$ cat config.mk
export PLATFORM = sky130hd
export DESIGN_NAME = chd_mod
export DESIGN_NICKNAME = d
export VERILOG_FILES = /design/src/rtl/chd_pkg.sv /design/src/rtl/chd_mod.sv
export SDC_FILE = /design/constraint.sdc
export NUM_CORES = 1
export LEC_CHECK = 0
export ABC_AREA = 1
export CAP_MARGIN = 20
export CORE_UTILIZATION = 26
export CTS_CLUSTER_DIAMETER = 150
export DETAILED_ROUTE_END_ITERATION = 8
export DONT_BUFFER_PORTS = 1
export HOLD_SLACK_MARGIN = 0.05
export PLACE_DENSITY_LB_ADDON = 0.3
export SETUP_SLACK_MARGIN = 0.1
export SYNTH_ARGS = -nofsm -noshare
export SYNTH_HDL_FRONTEND = slang
export SYNTH_SLANG_ARGS = --single-unit
$ cat constraint.sdc
create_clock -name clock -period 2.6 [get_ports clock]
set_clock_uncertainty 0.05 [all_clocks]
set_input_delay 0.26 -clock clock [delete_from_list [all_inputs] [get_ports clock]]
set_output_delay 0.26 -clock clock [all_outputs]
set_load 0.03 [all_outputs]
$ cat src/rtl/chd_pkg.sv
// ----------------------------------------------------------------------------
// Chained hash dictionary package
// Sizes, action codes and sequencer states shared by the dictionary files.
// ----------------------------------------------------------------------------
package chd_pkg;
   localparam int BUCKETS    = 16;
   localparam int NODES      = 64;
   localparam int VALUE_BITS = 64;
   localparam int BIDX_BITS  = (BUCKETS > 1) ? $clog2(BUCKETS) : 1;
   localparam int LINK_BITS  = $clog2(NODES + 1);
   localparam int NIDX_BITS  = $clog2(NODES);
   localparam int STEP_BITS  = $clog2(NODES + 1);
   localparam int CFG_BITS   = 5;
   localparam logic [CFG_BITS-1:0] CFG_RESET = 5'd5;
   localparam logic [LINK_BITS-1:0] NIL = LINK_BITS'(NODES);

   typedef logic [1:0] action_type;
   localparam action_type ACT_LOOKUP = 2'd0;
   localparam action_type ACT_INSERT = 2'd1;
   localparam action_type ACT_ADD    = 2'd2;
   localparam action_type ACT_REMOVE = 2'd3;

   typedef enum logic [3:0] {
      ST_INIT, ST_IDLE, ST_MOD, ST_HEAD, ST_READ, ST_CMP, ST_ACT, ST_FREE, ST_RESP
   } state_type;
endpackage

$ cat src/rtl/chd_mod.sv
// ----------------------------------------------------------------------------
// Chained hash dictionary bucket divider
// Restoring remainder of the key magnitude by the CSR divisor, one bit a cycle.
// ----------------------------------------------------------------------------
module chd_mod (
   input  logic        clock,
   input  logic        reset,
   input  logic        start,
   input  logic [31:0] key,
   input  logic [chd_pkg::CFG_BITS-1:0] divisor,
   output logic        done,
   output logic [chd_pkg::BIDX_BITS-1:0] bucket
);
   import chd_pkg::*;
   logic [31:0] mag_ff, mag_in;
   logic [5:0]  cnt_ff, cnt_in;
   logic [5:0]  rem_ff, rem_in;
   logic        neg_ff, neg_in;
   logic        busy_ff, busy_in;
   logic [4:0]  dv;
   logic [5:0]  sh;
   logic [5:0]  fix;

   always_comb begin
      dv = divisor;
      if (dv == 5'd0) dv = 5'd1;
      if (32'(dv) > 32'(BUCKETS)) dv = 5'(BUCKETS);
      sh = {rem_ff[4:0], mag_ff[31]};
      mag_in = mag_ff; rem_in = rem_ff; cnt_in = cnt_ff; neg_in = neg_ff;
      busy_in = busy_ff;
      if (start) begin
         mag_in = key[31] ? (~key + 32'd1) : key;
         neg_in = key[31];
         rem_in = 6'd0; cnt_in = 6'd32; busy_in = 1'b1;
      end else if (busy_ff) begin
         rem_in = (sh >= {1'b0, dv}) ? sh - {1'b0, dv} : sh;
         mag_in = {mag_ff[30:0], 1'b0};
         cnt_in = cnt_ff - 6'd1;
         if (cnt_ff == 6'd1) busy_in = 1'b0;
      end
   end

   always_ff @(posedge clock) begin
      if (reset) begin
         busy_ff <= 1'b0;
      end else begin
         busy_ff <= busy_in;
      end
      mag_ff <= mag_in; rem_ff <= rem_in; cnt_ff <= cnt_in; neg_ff <= neg_in;
   end

   assign fix = (neg_ff && rem_ff != 6'd0) ? ({1'b0, dv} - rem_ff) : rem_ff;
   assign done = !busy_ff && cnt_ff == 6'd0;
   assign bucket = BIDX_BITS'(fix);
endmodule

==> summary.txt <==
Clocking
  • CTS Sinks: 46
  • CTS tree: done
  • CTS clk-pin slew, worst paths: 70 ps
  • Worst-Skew Late Latency: 290 ps
  • CTS HTree Levels: 2
  • Clk root buf: clkbuf_16
  • CTS buffer count: 5
  • Clock Path Buffers: 2

Timing
  • Slew @ Worst Pin: 677 ps
  • Shortest period the worst path allows: 2260 ps
  • Setup Viol. Count Final: 0
  • Final period utilization: 86.8%
  • Max-slew headroom: 54.8%
  • Final Hold Fails: 0
  • Fin Setup TNS: 0 ps
  • Fmax: 443 MHz
  • Post-route setup slack: 344 ps
  • RSZ-0062 raised after global routing: no
  • Fin. max-slew vios: 0

Critical path
  • R2r worst-path depth: 11
  • Critical path type: reg -> out
  • Slowest-stage cell, CP: dfxtp_1
  • Critical Path Start: rem_ff[2]
  • Largest fanout on the critical path: 5
  • CP Capture Type: output pin
  • R2R setup slack: 660 ps
  • Biggest cell delay along the critical path: 400 ps
  • Critical Path Most Common Cell: xor2_1
  • Worst r2r src: mag_ff[31]
  • Worst Setup Start Kind: flip-flop
  • Cells along the critical path: inv_1 > ha_1 > a21oi_1 > o21ai_0 > xor2_1 > nand2_1 > xor2_1 > buf_4
  • Worst EP required: 2290 ps
  • RR Endpoint: rem_ff[0]
  • Arrival @ worst endpoint: 1950 ps

Finish
  • Most common cell after layout, fill and taps aside: nand2_1
  • Most frequent cells in the layout: nand2_1, inv_1, nor2_1
  • Nets@finish: 509
  • Layout cell share with drive strength beyond 1: 8.33%
  • ANT cells: 0
  • Total of fill cells in the finished design: 1361
  • Area grow syn2layout: 10.8%

Routing
  • # DRC: 0
  • Pre-Repair DR Iteration Count: 4
  • Via density: 4.58
  • Antenna Violating Nets Remaining: 0
  • First DRT Iteration DRCs: 192
  • Wirelength, routed: 8350 um
  • DR WL/cell: 13.4 um
  • Total via count in the routed design: 2857

Outcome
  • Status: completed

Yosys
  • Async SR Flop Fraction: 0%
  • Unique masters post-synth: 36
  • Post-Syn Instances: 451
  • Yosys synthesis warning count: 0
  • Synth Flop Type: edfxtp_1
  • Syn avg cell area: 7.32 um2
  • Syn_nets: 505
  • Mapped Area: 3300 um2
  • Post-synthesis sequential area ratio: 37.9%
  • #FFs+latches synth: 46
  • EDFF count, synth: 33

Power and ir drop
  • P_leak: 1.52 nW
  • Worst vdd ir: 0.272 mV
  • Flop pwr share: 44.0%
  • Clock power share: 29.8%
  • P_int: 1.44 mW
  • Combinational share of power: 26.2%
  • Net Sw Frac: 31.5%
  • NetSw: 0.665 mW
  • Pwr Density: 577 nW/um2

Floorplanning
  • Rows: 40
  • Core Area: 12200 um2
  • DIE AREA: 13100 um2
  • Die Wd: 115 um
  • Io pins: 45
  • Die height: 115 um
  • Initial Util: 27.0%

Hold path
  • Hold path startpoint: reset
  • Hold Path End: busy_ff
  • Worst Hold Depth: 3
  • Hold WC Path Type: in -> reg

Global routing
  • GRT Resource Usage Total: 13.6%
  • First-pass GRT wire length: 14100 um
  • Number of global-route vias before repair: 2904
  • Largest net degree at the start of global routing: 44
  • Overflow left after global routing: 0
  • Initial antenna violation count: 0

Place
  • DP Worst Slack: 484 ps
  • I/O Buffers: 0
  • GPL Wtd Cong: 0.859
  • DPL Wire Length: 6220 um

Run
  • Maxcap violations: 0
==> sequential cells by signal, summed over array words and instances, names as in the netlist <==
signal   count
cnt_ff       6
mag_ff      32
rem_ff       6
neg_ff       1
busy_ff      1
==> worst max-delay path, delay by kind of cell (launching register included) <==
kind | cells | cell delay (ps)
compound gates | 2 | 270
xor+xnor | 2 | 310
fa+ha+maj | 1 | 340
buf+inv | 2 | 250
flops | 1 | 400
simple gates | 1 | 80
==> how the worst max path moves through the flow <==
stage | endpoint | slack (ps) | cells after the start
after CTS | bucket[3] | 310 | 8
after floorplan | bucket[2] | 250 | 8
after global routing | bucket[3] | 150 | 8
after detailed placement | bucket[2] | 480 | 9
after global placement | bucket[2] | 550 | 9
final | bucket[3] | 340 | 8
==> per-layer routing <==
layer | wire, um | track usage [%] | vias up
li1 | - | - | 1501
met1 | 4000 | 17.6 | 1283
met2 | 3730 | 22.7 | 67
met3 | 554 | 3.65 | 6
met4 | 59 | 3.12 | 0
met5 | 0 | 0 | -
==> kinds of logic (layout without fill, tap and decap cells) <==
| logic type | Yosys count | after routing | share of synthesized area, % |
|---|---|---|---|
| fa+ha+maj | 14 | 14 | 5.76 |
| simple gates | 251 | 251 | 33.6 |
| buf+inv | 58 | 63 | 7.55 |
| compound gates | 66 | 66 | 10.9 |
| flops | 46 | 46 | 37.9 |
| xor+xnor | 16 | 16 | 4.25 |
==> area by class of cell <==
| class | instances | area, um2 | area share [%] |
|---|---|---|---|
| clock buffers | 6 | 129 | 3.52 |
| clock inverters | 2 | 10.0 | 0.274 |
| inverters | 47 | 179 | 4.89 |
| multi-input cells | 347 | 1800 | 49.2 |
| flip-flops and latches | 46 | 1250 | 34.2 |
| well taps | 168 | 210 | 5.75 |
| repair buffers | 8 | 77.6 | 2.12 |
==> power groups by stage <==
stage / registers [mW] / clock network [mW] / logic, mW
2_1_floorplan: 0.930 / 0 / 0.438
3_3_place_gp: 0.940 / 0 / 0.543
3_5_place_dp: 0.943 / 0 / 0.546
4_1_cts: 0.928 / 0.647 / 0.553
5_1_grt: 0.937 / 0.689 / 0.632
6_report: 0.928 / 0.628 / 0.553
==> synthesized netlist by cell type (6+ instances only) <==
library cell,n,share of area [%]
o21ai_1,13,2.0
nand2_1,128,15
o21ai_0,30,4.6
nand3_1,41,6.2
a21oi_1,11,1.7
nand4_1,11,2.1
nor2_1,44,5.0
nor2_2,9,1.7
xor2_1,10,2.7
ha_1,12,4.6
edfxtp_1,33,30
xnor2_1,6,1.6
inv_1,45,5.1
dfxtp_1,13,7.9
==> stage by stage <==
| stage | area [um2] | util [%] | hold WS, ps | power (mW) | cells |
|---|---|---|---|---|---|
| final | 3660 | 29.9 | 79.0 | 2.11 | 624 |
| after global routing | 3660 | 29.9 | 94.4 | 2.26 | 624 |
| after CTS | 3660 | 29.9 | 73.8 | 2.13 | 624 |
| after detailed placement | 3500 | 28.6 | 295 | 1.49 | 614 |
| after global placement | 3500 | 28.6 | 289 | 1.48 | 614 |
| after floorplan | 3300 | - | 309 | 1.37 | 451 |
==> timing repair <==
item | CTS | global route
resized for setup | 0 | 0
setup buffers | 0 | 0
endpoints found under the hold margin | 5 | 0
hold buffers | 2 | 0
No activity file was read; power rests on OpenSTA's default activity.
